==> config.mk <==
export PLATFORM = sky130hd
export DESIGN_NAME = fmmu_ctrl
export DESIGN_NICKNAME = d
export VERILOG_FILES = /design/src/hw/rtl/fmmu_pkg.sv /design/src/hw/rtl/fmmu_ctrl.sv
export SDC_FILE = /design/constraint.sdc
export NUM_CORES = 1
export LEC_CHECK = 0
export ABC_AREA = 0
export ABC_CLOCK_PERIOD_IN_PS = 4860
export BUFFER_PORTS_ARGS = -buffer_cell sky130_fd_sc_hd__buf_2
export CAP_MARGIN = 20
export CORE_MARGIN = 1
export CORE_UTILIZATION = 56
export CTS_CLUSTER_SIZE = 28
export DETAILED_ROUTE_END_ITERATION = 7
export GPL_TIMING_DRIVEN = 0
export MAX_ROUTING_LAYER = met4
export PLACE_DENSITY = 0.78
export SLEW_MARGIN = 20
export SYNTH_ARGS = -nofsm -noshare
export SYNTH_HDL_FRONTEND = slang
export SYNTH_SLANG_ARGS = --single-unit
==> constraint.sdc <==
create_clock -name clk_i -period 4.86 [get_ports clk_i]
set_input_delay 0.243 -clock clk_i [delete_from_list [all_inputs] [get_ports clk_i]]
set_output_delay 0.243 -clock clk_i [all_outputs]
set_load 0.02 [all_outputs]
==> src/hw/rtl/fmmu_pkg.sv <==
// Shared types and constants of the float matrix multiply unit.
`timescale 1ns / 1ps

package fmmu_pkg;

  // Float format constants
  localparam int unsigned FP_W = 32;
  localparam logic [FP_W-1:0] FP_QNAN = 32'h7FC0_0000;
  localparam logic [FP_W-1:0] FP_INF = 32'h7F80_0000;
  localparam logic [FP_W-1:0] FP_POS_ZERO = 32'h0000_0000;
  localparam logic [FP_W-1:0] FP_NEG_ZERO = 32'h8000_0000;

  // Configuration register file
  localparam int unsigned CFG_W = 4;
  localparam int unsigned CFG_IDX_W = 2;
  localparam logic [CFG_W-1:0] CFG_SIZE_RESET = 4'd8;

  typedef enum logic [CFG_IDX_W-1:0] {
    CFG_ROWS_A     = 2'd0,
    CFG_INNER_SIZE = 2'd1,
    CFG_COLS_B     = 2'd2
  } cfg_reg_e;

  // Commands from controller to datapath
  typedef struct packed {
    logic wr_left;
    logic wr_right;
    logic rd_en;
    logic fma_start;
    logic acc_clear;
    logic out_load;
    logic out_final;
  } fmmu_cmd_t;

  // Status from datapath to controller
  typedef struct packed {
    logic fma_done;
    logic out_free;
  } fmmu_status_t;

endpackage

==> src/hw/rtl/fmmu_ctrl.sv <==
// Controller: configuration registers, load counter and multiply loop sequencer.
`timescale 1ns / 1ps

module fmmu_ctrl import fmmu_pkg::*; #(
  parameter int unsigned MAX_DIM = 8
) (
  input  logic                               clk_i,
  input  logic                               rst_ni,
  input  logic                               cfg_valid_i,
  output logic                               cfg_ready_o,
  input  logic [CFG_IDX_W-1:0]               cfg_index_i,
  input  logic [CFG_W-1:0]                   cfg_data_i,
  input  logic                               in_valid_i,
  output logic                               in_stall_o,
  output fmmu_cmd_t                          cmd_o,
  input  fmmu_status_t                       status_i,
  output logic [$clog2(MAX_DIM*MAX_DIM)-1:0] wr_addr_o,
  output logic [$clog2(MAX_DIM*MAX_DIM)-1:0] rd_left_addr_o,
  output logic [$clog2(MAX_DIM*MAX_DIM)-1:0] rd_right_addr_o
);

  localparam int unsigned ADDR_W = $clog2(MAX_DIM * MAX_DIM);
  localparam int unsigned CNT_W  = $clog2(2 * MAX_DIM * MAX_DIM + 1);
  localparam int unsigned DIM_W  = $clog2(MAX_DIM + 1);
  localparam int unsigned IDX_W  = $clog2(MAX_DIM);

  typedef enum logic [2:0] {
    ST_LOAD,
    ST_READ,
    ST_MAC,
    ST_WAIT,
    ST_EMIT
  } state_e;

  state_e state_q;
  logic [CFG_W-1:0]  rows_q, inner_q, cols_q;
  logic [CNT_W-1:0]  load_cnt_q;
  logic [IDX_W-1:0]  m_q, p_q, n_q;
  logic [ADDR_W-1:0] row_base_q, left_addr_q, right_addr_q;

  // Effective sizes clamped to one .. MAX_DIM
  function automatic logic [DIM_W-1:0] eff_size(input logic [CFG_W-1:0] v);
    logic [CFG_W-1:0] r;
    r = v;
    if (v == '0) r = CFG_W'(1);
    else if (v > CFG_W'(MAX_DIM)) r = CFG_W'(MAX_DIM);
    return DIM_W'(r);
  endfunction

  logic [DIM_W-1:0] m_sz, n_sz, p_sz;
  logic [CNT_W-1:0] na, total, b_off;
  logic             in_accept, in_b, last_in;
  logic             m_last, p_last, n_last;

  always_comb begin
    m_sz = eff_size(rows_q);
    n_sz = eff_size(inner_q);
    p_sz = eff_size(cols_q);
    na = CNT_W'(m_sz) * CNT_W'(n_sz);
    total = na + CNT_W'(n_sz) * CNT_W'(p_sz);
    b_off = load_cnt_q - na;
    in_accept = in_valid_i && (state_q == ST_LOAD);
    in_b = load_cnt_q >= na;
    last_in = (load_cnt_q + CNT_W'(1)) == total;
    m_last = m_q == IDX_W'(m_sz - DIM_W'(1));
    p_last = p_q == IDX_W'(p_sz - DIM_W'(1));
    n_last = n_q == IDX_W'(n_sz - DIM_W'(1));
  end

  // Drive datapath commands
  always_comb begin
    cmd_o.wr_left   = in_accept && !in_b;
    cmd_o.wr_right  = in_accept && in_b;
    cmd_o.rd_en     = state_q == ST_READ;
    cmd_o.fma_start = state_q == ST_MAC;
    cmd_o.out_load  = (state_q == ST_EMIT) && status_i.out_free;
    cmd_o.out_final = m_last && p_last;
    cmd_o.acc_clear = (in_accept && last_in) || cmd_o.out_load;
  end

  assign wr_addr_o       = in_b ? b_off[ADDR_W-1:0] : load_cnt_q[ADDR_W-1:0];
  assign rd_left_addr_o  = left_addr_q;
  assign rd_right_addr_o = right_addr_q;
  assign in_stall_o      = state_q != ST_LOAD;
  assign cfg_ready_o     = 1'b1;

  // Sequence loads, multiply-adds and result hand-off
  always_ff @(posedge clk_i or negedge rst_ni) begin
    if (!rst_ni) begin
      state_q      <= ST_LOAD;
      rows_q       <= CFG_SIZE_RESET;
      inner_q      <= CFG_SIZE_RESET;
      cols_q       <= CFG_SIZE_RESET;
      load_cnt_q   <= '0;
      m_q          <= '0;
      p_q          <= '0;
      n_q          <= '0;
      row_base_q   <= '0;
      left_addr_q  <= '0;
      right_addr_q <= '0;
    end else begin
      case (state_q)
        ST_LOAD: begin
          if (in_accept) begin
            if (last_in) begin
              load_cnt_q   <= '0;
              m_q          <= '0;
              p_q          <= '0;
              n_q          <= '0;
              row_base_q   <= '0;
              left_addr_q  <= '0;
              right_addr_q <= '0;
              state_q      <= ST_READ;
            end else begin
              load_cnt_q <= load_cnt_q + CNT_W'(1);
            end
          end
        end
        ST_READ: begin
          state_q <= ST_MAC;
        end
        ST_MAC: begin
          state_q <= ST_WAIT;
        end
        ST_WAIT: begin
          if (status_i.fma_done) begin
            if (n_last) begin
              state_q <= ST_EMIT;
            end else begin
              n_q          <= n_q + IDX_W'(1);
              left_addr_q  <= left_addr_q + ADDR_W'(1);
              right_addr_q <= right_addr_q + ADDR_W'(p_sz);
              state_q      <= ST_READ;
            end
          end
        end
        ST_EMIT: begin
          if (status_i.out_free) begin
            n_q <= '0;
            if (p_last) begin
              p_q <= '0;
              if (m_last) begin
                state_q <= ST_LOAD;
              end else begin
                m_q          <= m_q + IDX_W'(1);
                row_base_q   <= row_base_q + ADDR_W'(n_sz);
                left_addr_q  <= row_base_q + ADDR_W'(n_sz);
                right_addr_q <= '0;
                state_q      <= ST_READ;
              end
            end else begin
              p_q          <= p_q + IDX_W'(1);
              left_addr_q  <= row_base_q;
              right_addr_q <= ADDR_W'(p_q) + ADDR_W'(1);
              state_q      <= ST_READ;
            end
          end
        end
        default: begin
          state_q <= ST_LOAD;
        end
      endcase

      // Register writes restart the load
      if (cfg_valid_i) begin
        case (cfg_index_i)
          CFG_ROWS_A: begin
            rows_q     <= cfg_data_i;
            load_cnt_q <= '0;
          end
          CFG_INNER_SIZE: begin
            inner_q    <= cfg_data_i;
            load_cnt_q <= '0;
          end
          CFG_COLS_B: begin
            cols_q     <= cfg_data_i;
            load_cnt_q <= '0;
          end
          default: begin
          end
        endcase
      end
    end
  end

  a_stall_after_load: assert property (@(posedge clk_i) disable iff (!rst_ni)
    (in_accept && last_in) |=> in_stall_o)
    else $error("input still open after the last operand request");

endmodule

==> impl_metrics.csv, run 1 <==
group,metric,value,unit
run_status,status,"finished with violations",
run_status,violations,"setup timing",
synth,synth_compound_area_frac,0.148,
floorplanning,io_pins,39,
sta,setup_tns,-9.46,ns
setup_path,worstSetupEndpointType,"flop",
floorplanning,start_util,0.577,
floorplanning,core,8180,µm²
clock_network,clock_latency,0.32,ns
sta,period_share,1.08,
sta,final_max_slew_viol_count,0,
clock_network,clock_path_buffers,2,
synth,yosysWarnings,0,
detailed_routing,post-route-drc-count,0,
synth,synth-edff-count,0,
pwr,ir_worst_vdd,269,µV
placed_design,hpwl,8670,µm
setup_path,rrSetupSlack,-0.39,ns
placed_design,port_buffers,37,
setup_path,reg2reg_from,"rows_q[3]$_DFFE_PN1P_",
synth,synthCells,514,
final_layout,drive_gt1_frac,0.325,
detailed_routing,avgViaCountPerCell,5.88,
setup_path,worstPathArrival,5.45,ns
global_route,grt-ovfl-total,0,
final_layout,postLayoutCellArea,5920,µm²
synth,seq_area_frac_synth,0.266,
setup_path,max_stage_delay,0.58,ns
setup_path,crit_start,"rows_q[3]$_DFFE_PN1P_",
detailed_routing,vias,4102,
synth,synth_cell_types,72,
synth,synth_seq_cells,50,
detailed_routing,dr.pass1.iters,7,
synth,synth-adder-area-share,0.203,
placed_design,place_area,5160,µm²
final_layout,n_antenna_cell,0,
synth,muxShareOfSynthArea,0.0650,
worst_hold_path,hp-start,"status_i[1]",
synth,synth_area,4710,µm²
detailed_routing,drt-initial-drc-count,147,
detailed_routing,wl_met1,5350,µm
clock_network,clk_pin_slew,0.10,ns
sta,setup_viol_count_final,37,
run,cap_violations,0,
sta,hold_violations,0,
setup_path,path_class,"reg -> reg",
detailed_routing,wl_met2,6490,µm
pwr,power_density,518,nW/µm²
setup_path,worstPathMaxFanout,8,
sta,period_minus_slack,5.25,ns
floorplanning,rows,33,
global_route,antenna_found_initial,0,
synth,synth_nets,593,
clock_network,cts_buffers,5,
detailed_routing,met3WireLength,402,µm
synth,synth-simple-area-share,0.174,
global_route,grt_pass1_vias,4081,
sta,clock.fmax,0.191,GHz
synth,dominantRegCellSynth,"dfrtp_1",
detailed_routing,maxUsedRoutingLayer,"met4",
pwr,p_leak,2.83,nW
global_route,grt_use_total,0.299,
setup_path,critPathRequiredTime,5.06,ns
sta,relSlewSlack,0.115,
synth,synthTopCellsByArea,"dfrtp_1 (25%), ha_1 (14%), fa_1 (6.8%)",
clock_network,cts_tree,"done",
synth,synth_top_family_by_area,"adder cells",
detailed_routing,wl_per_cell,18.0,µm
floorplanning,die_area,8790,µm²
sta,tightest_slew,1.32,ns
clock_network,cts_max_level,2,
synth,synth_area_leader_cell,"dfrtp_1",
floorplanning,die_x,93.8,µm
setup_path,crit_path_cell_trace,"inv_4 -> nand2_4 -> nor2_1 -> fa_1 -> inv_1 -> fa_1 -> inv_2 -> fa_2 -> inv_2 -> fa_1 -> inv_2 -> ha_4 -> xor2_2 -> xnor2_1 -> xnor2_1 -> nand4_1 -> buf_4 -> nor3_4 -> a21oi_4 -> nor2_4 -> mux2_4",
setup_path,cp_slowest_cell,"dfstp_2",
clock_network,clockRootBuffer,"clkbuf_8",
final_layout,final.fill_count,561,
sta,rsz0062_at_grt,"true",
global_route,grt_pass1_wl,19800,µm
sta,layout_setup_ws,-0.387,ns
synth,synth-xor-area-share,0.0884,
synth,synth-async-reset-ratio,1.00,
synth,avgSynthCellArea,9.17,µm²
synth,yosys.area.top_type_share,0.249,
detailed_routing,drt_wl_total,12500,µm
setup_path,crit_family,"adder cells",
setup_path,critPathLaunchType,"flop",
placed_design,gpl.final_weighted_congestion,0.904,
setup_path,path_buf_inv,6,
global_route,grt_max_degree,51,
clock_network,cts_sinks,50,
final_layout,nets,671,
floorplanning,fp.dieH,93.8,µm
detailed_routing,ant_nets,0,
worst_hold_path,hp-class,"in -> reg",
final_layout,syn2layout_area_growth,25.6,%
sta,fin_worst_skew,0.0130,ns
[synth_stat cells, types with 3 or more instances]
cell type,count
a31oi_1,4
nor2b_1,7
and2_1,7
nor4_1,5
o21ai_1,5
nand3_1,12
fa_1,16
nand2b_1,4
dfstp_2,3
nor2_1,44
mux2i_1,4
buf_4,3
and3_1,7
dfrtp_1,47
nor3_1,10
inv_2,3
o21ai_0,15
buf_2,3
xnor2_1,30
o31ai_1,5
nand4_1,3
nand2_1,41
o22ai_1,4
ha_1,51
nor2_4,3
a21o_1,11
a21oi_1,28
inv_1,45
clkbuf_1,5
mux2_4,5
xor2_1,13
a22o_1,6
mux2_2,17
[registers in the layout, summed over array words and instances, names as in the netlist]
register / cells
n_q: 3
p_q: 3
load_cnt_q: 8
cols_q: 4
inner_q: 4
rd_right_addr_o: 6
state_q: 3
rd_left_addr_o: 6
m_q: 3
rows_q: 4
row_base_q: 6
[layout by cell type, fill, tap and decap left out, drive strengths merged, types with 2 or more instances in the layout]
cell and n:
inv 48, a31oi 4, o211ai 2, xnor2 31, a21oi 30, nand3 13, nand2b 5, a32oi 2
nor4 6, nor2 48, o21ai 20, mux2 22, and3 9, a211o 2, nand4 3, nand3b 2
fa 16, ha 51, xor2 13, and2 7, nor2b 7, o32ai 2, o31ai 5, nor3 12
o2bb2ai 2, buf 77, dfstp 3, a31o 2, o21bai 2, o22ai 5, dfrtp 47, clkbuf 12
a21o 11, mux2i 4, nand2 42, a22o 6, bufinv 2
[area by class of cell]
| class | instances | area [µm²] | share of cell area |
|---|---|---|---|
| plain buffers | 12 | 68.8 | 0.0116 |
| clock buffers | 6 | 82.6 | 0.0139 |
| repair buffers | 72 | 505 | 0.0854 |
| well taps | 105 | 131 | 0.0222 |
| flip-flops and latches | 50 | 1260 | 0.212 |
| inverters | 49 | 195 | 0.0330 |
| clock inverters | 2 | 60.1 | 0.0101 |
| multi-input cells | 402 | 3620 | 0.612 |
[metal layers]
| layer | track usage | vias up |
|---|---|---|
| li1 | - | 1938 |
| met1 | 0.366 | 2027 |
| met2 | 0.518 | 112 |
| met3 | 0.0259 | 25 |
| met4 | 0.105 | 0 |
| met5 | - | - |
[logic make-up after synthesis]
kind of cell	after synthesis
flip-flops	50
adder cells (fa/ha/maj)	67
multiplexers	26
XOR/XNOR	45
AND/OR/NAND/NOR	159
AO/OA/AOI/OAI	104
other	1
buffers and inverters	62
[worst paths after layout]
kind | endpoint | depth (start not counted)
max reg2reg | rd_right_addr_o[0]$_DFFE_PN0P_ | 21
max | rd_right_addr_o[0]$_DFFE_PN0P_ | 21
max in group asynchronous | rows_q[1]$_DFFE_PN0P_ | 2
min in group asynchronous | rows_q[0]$_DFFE_PN0P_ | 2
min reg2reg | inner_q[0]$_DFFE_PN0P_ | 1
min | state_q[0]$_DFFE_PN0P_ | 2
[report_power, final]
| part | internal [mW] | switching, mW |
|---|---|---|
| Combinational | 0.948 | 1.16 |
| Clock | 0.220 | 0.148 |
| Sequential | 0.502 | 0.0942 |
[repair_timing]
item | CTS | global route
resized for setup | 44 | 18
pin swaps | 34 | 9
endpoints found under the setup margin | 45 | 41
setup buffers | 27 | 7
hold buffers | 1 | 0
hold endpoints to repair | 28 | 0
[stage by stage]
step,hold slack [ns],setup slack [ns],utilization,total power [mW],std cells
finish,0.140,-0.387,0.724,3.07,698
global route,0.162,-0.607,0.724,3.28,698
CTS,0.146,-0.357,0.703,2.93,691
detailed placement,0.322,-0.610,0.631,2.38,656
global placement,0.473,-0.530,0.631,2.33,656
floorplan,-0.0526,-0.0785,-,1.99,514
Power figures use the tool's default switching activity.
==> run 2, diff against run 1 <==
--- a/config.mk
+++ b/config.mk
@@ -7,12 +7,12 @@
 export LEC_CHECK = 0
 export ABC_AREA = 0
 export ABC_CLOCK_PERIOD_IN_PS = 4860
-export BUFFER_PORTS_ARGS = -buffer_cell sky130_fd_sc_hd__buf_2
 export CAP_MARGIN = 20
 export CORE_MARGIN = 1
-export CORE_UTILIZATION = 56
+export CORE_UTILIZATION = 59
 export CTS_CLUSTER_SIZE = 28
 export DETAILED_ROUTE_END_ITERATION = 7
+export DONT_BUFFER_PORTS = 1
 export GPL_TIMING_DRIVEN = 0
 export MAX_ROUTING_LAYER = met4
 export PLACE_DENSITY = 0.78
==> run 2 against run 1 <==
The run still ends with setup timing left; fmax up 0.61%; clock skew up 0.0043 ns; worst hold slack worse by 0.062 ns; die area down 5.0%; wire length up 0.94%; worst setup slack better by 0.032 ns; critical endpoint is now rd_right_addr_o[2]$_DFFE_PN0P_; largest power group unchanged.
==> impl_metrics.csv, run 2 (synthesis gave the netlist of run 1 again) <==
group,metric,value,unit
run_status,status,"finished with violations",
run_status,violations,"setup timing",
sta,hold_violations,0,
final_layout,multi_input_area,3760,µm²
final_layout,final.fill_count,509,
pwr,p_seq_frac,0.202,
clock_network,clock_latency,0.31,ns
pwr,p_comb_frac,0.713,
pwr,power_density,528,nW/µm²
worst_hold_path,min_delay_worst_endpoint,"rows_q[3]$_DFFE_PN1P_",
detailed_routing,vias,4020,
setup_path,critPathRequiredTime,5.06,ns
pwr,p_leak,2.71,nW
sta,period_share,1.07,
detailed_routing,post-route-drc-count,0,
final_layout,syn2layout_area_growth,25.5,%
global_route,grt_pass1_vias,4191,
detailed_routing,drt-initial-drc-count,123,
setup_path,crit_path_cell_trace,"nor2b_4 -> clkinv_4 -> nor2_4 -> fa_1 -> inv_1 -> fa_1 -> inv_2 -> fa_2 -> buf_6 -> xnor2_4 -> fa_1 -> inv_2 -> ha_4 -> xor2_2 -> xnor2_2 -> xnor2_1 -> nand4_1 -> buf_6 -> buf_4 -> nor3_4 -> a21oi_4 -> nor2_4 -> mux2_4",
global_route,use_met2,0.535,
floorplanning,die_area,8350,µm²
global_route,grt-busiest-layer,"met2",
global_route,grt-ovfl-total,0,
global_route,grt_pass1_wl,19700,µm
detailed_routing,drt_wl_total,12700,µm
global_route,use_met3,0.0494,
setup_path,cp_slowest_cell,"dfstp_2",
setup_path,path_buf_inv,7,
final_layout,final_cell_mix,"dfrtp_1 (47), ha_1 (45), inv_1 (38), nor2_1 (36), nand2_1 (35)",
placed_design,pre_cts_slack,-0.591,ns
setup_path,worstPathMaxFanout,6,
final_layout,nets,643,
clock_network,clk_pin_slew,0.09,ns
final_layout,n_antenna_cell,0,
pwr,fin_total_pwr,3.13,mW
floorplanning,rows,32,
detailed_routing,wl_per_cell,19.0,µm
final_layout,drive_gt1_frac,0.320,
global_route,grt_max_degree,51,
detailed_routing,ant_nets,0,
placed_design,port_buffers,0,
run,cap_violations,0,
setup_path,max_stage_delay,0.62,ns
global_route,antenna_found_initial,0,
setup_path,crit_family,"adder cells",
floorplanning,die_x,91.4,µm
pwr,ir_worst_vdd,484,µV
setup_path,worstSetupEndpointType,"flop",
final_layout,regMostFlops,"load_cnt_q",
setup_path,critPathLaunchType,"flop",
detailed_routing,avgViaCountPerCell,6.03,
sta,period_minus_slack,5.21,ns
clock_network,cts_tree,"done",
setup_path,worstPathArrival,5.42,ns
pwr,clockPowerShare,0.084,
clock_network,cts_max_level,2,
placed_design,gpl.final_weighted_congestion,0.871,
sta,setup_viol_count_final,42,
floorplanning,core,7730,µm²
clock_network,clock_path_buffers,2,
worst_hold_path,hp-class,"in -> reg",
setup_path,r2r_end,"rd_right_addr_o[2]$_DFFE_PN0P_",
floorplanning,start_util,0.610,
detailed_routing,dr.pass1.iters,4,
setup_path,crit_top_cell,"fa_1",
pwr,p_sw,1.51,mW
sta,tightest_slew,1.06,ns
sta,rsz0062_at_grt,"true",
setup_path,rr_worst_depth,23,
sta,clock.fmax,0.192,GHz
worst_hold_path,whs_path_depth,2,
setup_path,path_class,"reg -> reg",
global_route,grt_use_total,0.306,
pwr,p_int,1.61,mW
clock_network,cts_sinks,50,
clock_network,clockRootBuffer,"clkbuf_8",
pwr,switching_share,0.484,
sta,final_max_slew_viol_count,0,
sta,setup_tns,-8.86,ns
placed_design,hpwl,8580,µm
final_layout,largest_reg_flops,8,
sta,layout_setup_ws,-0.355,ns
global_route,use_met1,0.351,
clock_network,cts_buffers,5,
worst_hold_path,hp-start,"cfg_data_i[3]",
sta,fin_worst_skew,0.0174,ns
final_layout,final_common_cell,"dfrtp_1",
setup_path,reg2reg_from,"inner_q[3]$_DFFE_PN1P_",
sta,relSlewSlack,0.294,
floorplanning,io_pins,39,
final_layout,sequential_cell_area,1250,µm²
setup_path,rrSetupSlack,-0.35,ns
floorplanning,fp.dieH,91.4,µm
[run 2: cell count changes in the layout (fill, tap and decap cells not counted), moves of 3 or more]
cell | previous run | this run
nand2_1 | 38 | 35
buf_6 | 12 | 15
buf_2 | 38 | 3
a21oi_1 | 24 | 20
nor2_1 | 39 | 36
a21oi_4 | 2 | 7
mux2_2 | 16 | 12
mux2_4 | 6 | 10
o21ai_2 | 1 | 5
o31ai_4 | 0 | 3
[run 2: repair_timing]
item                       CTS  global route
hold endpoints to repair    50             1
hold buffers                 2             1
pin swaps                   28            32
gates resized for setup     39            66
setup endpoints to repair   45            45
cloned                       0             1
buffers inserted            31            12
[run 2: how the worst max path moves through the flow]
stage / startpoint / cells past startpoint / slack (ns) / to
2_1_floorplan: inner_q[3]$_DFFE_PN1P_ / 21 / -0.08 / m_q[0]$_DFFE_PN0P_
3_3_place_gp: inner_q[3]$_DFFE_PN1P_ / 21 / -0.50 / m_q[0]$_DFFE_PN0P_
3_5_place_dp: inner_q[3]$_DFFE_PN1P_ / 21 / -0.59 / m_q[0]$_DFFE_PN0P_
4_1_cts: inner_q[3]$_DFFE_PN1P_ / 19 / -0.28 / cmd_o[2]
5_1_grt: rows_q[1]$_DFFE_PN0P_ / 20 / -0.55 / cmd_o[2]
6_report: inner_q[3]$_DFFE_PN1P_ / 23 / -0.35 / rd_right_addr_o[2]$_DFFE_PN0P_
[run 2: per-layer routing]
| metal | vias up | share of wire |
|---|---|---|
| met5 | - | 0 |
| met4 | 0 | 0.028 |
| met3 | 32 | 0.041 |
| met2 | 107 | 0.53 |
| met1 | 1999 | 0.40 |
| li1 | 1882 | - |
[run 2: cell type report]
class / instances / share of cell area
clock inverter: 2 / 0.00212
tap: 102 / 0.0216
timing repair buffer: 43 / 0.0696
sequential: 50 / 0.212
clock buffer: 6 / 0.0140
buffer: 12 / 0.0116
multi-input combinational: 403 / 0.635
inverter: 49 / 0.0334
[run 2: power groups by stage]
stage	registers [mW]	clock network (mW)	logic (mW)
floorplan	0.605	0	1.39
global placement	0.627	0	1.62
detailed placement	0.632	0	1.67
CTS	0.625	0.266	1.85
global route	0.643	0.281	2.40
finish	0.632	0.263	2.23
[run 2: metrics by stage]
stage          std cells   util  area, µm²  hold WS [ns]
5_1_grt              667  0.765       5910        0.0689
4_1_cts              656  0.714       5520        0.0112
2_1_floorplan        514      -       4840       -0.0526
6_report             667  0.765       5910        0.0783
3_5_place_dp         616  0.643       4970       -0.0512
3_3_place_gp         616  0.643       4970       -0.0508
[run 2: worst register-to-register path, cell delays in order (launching register included)]
cell and delay [ns]:
dfstp_2 0.62, nor2b_4 0.07, clkinv_4 0.07, nor2_4 0.04
fa_1 0.50, inv_1 0.05, fa_1 0.49, inv_2 0.06
fa_2 0.34, buf_6 0.13, xnor2_4 0.12, fa_1 0.50
inv_2 0.05, ha_4 0.27, xor2_2 0.17, xnor2_2 0.14
xnor2_1 0.16, nand4_1 0.13, buf_6 0.15, buf_4 0.13
nor3_4 0.22, a21oi_4 0.14, nor2_4 0.24, mux2_4 0.33
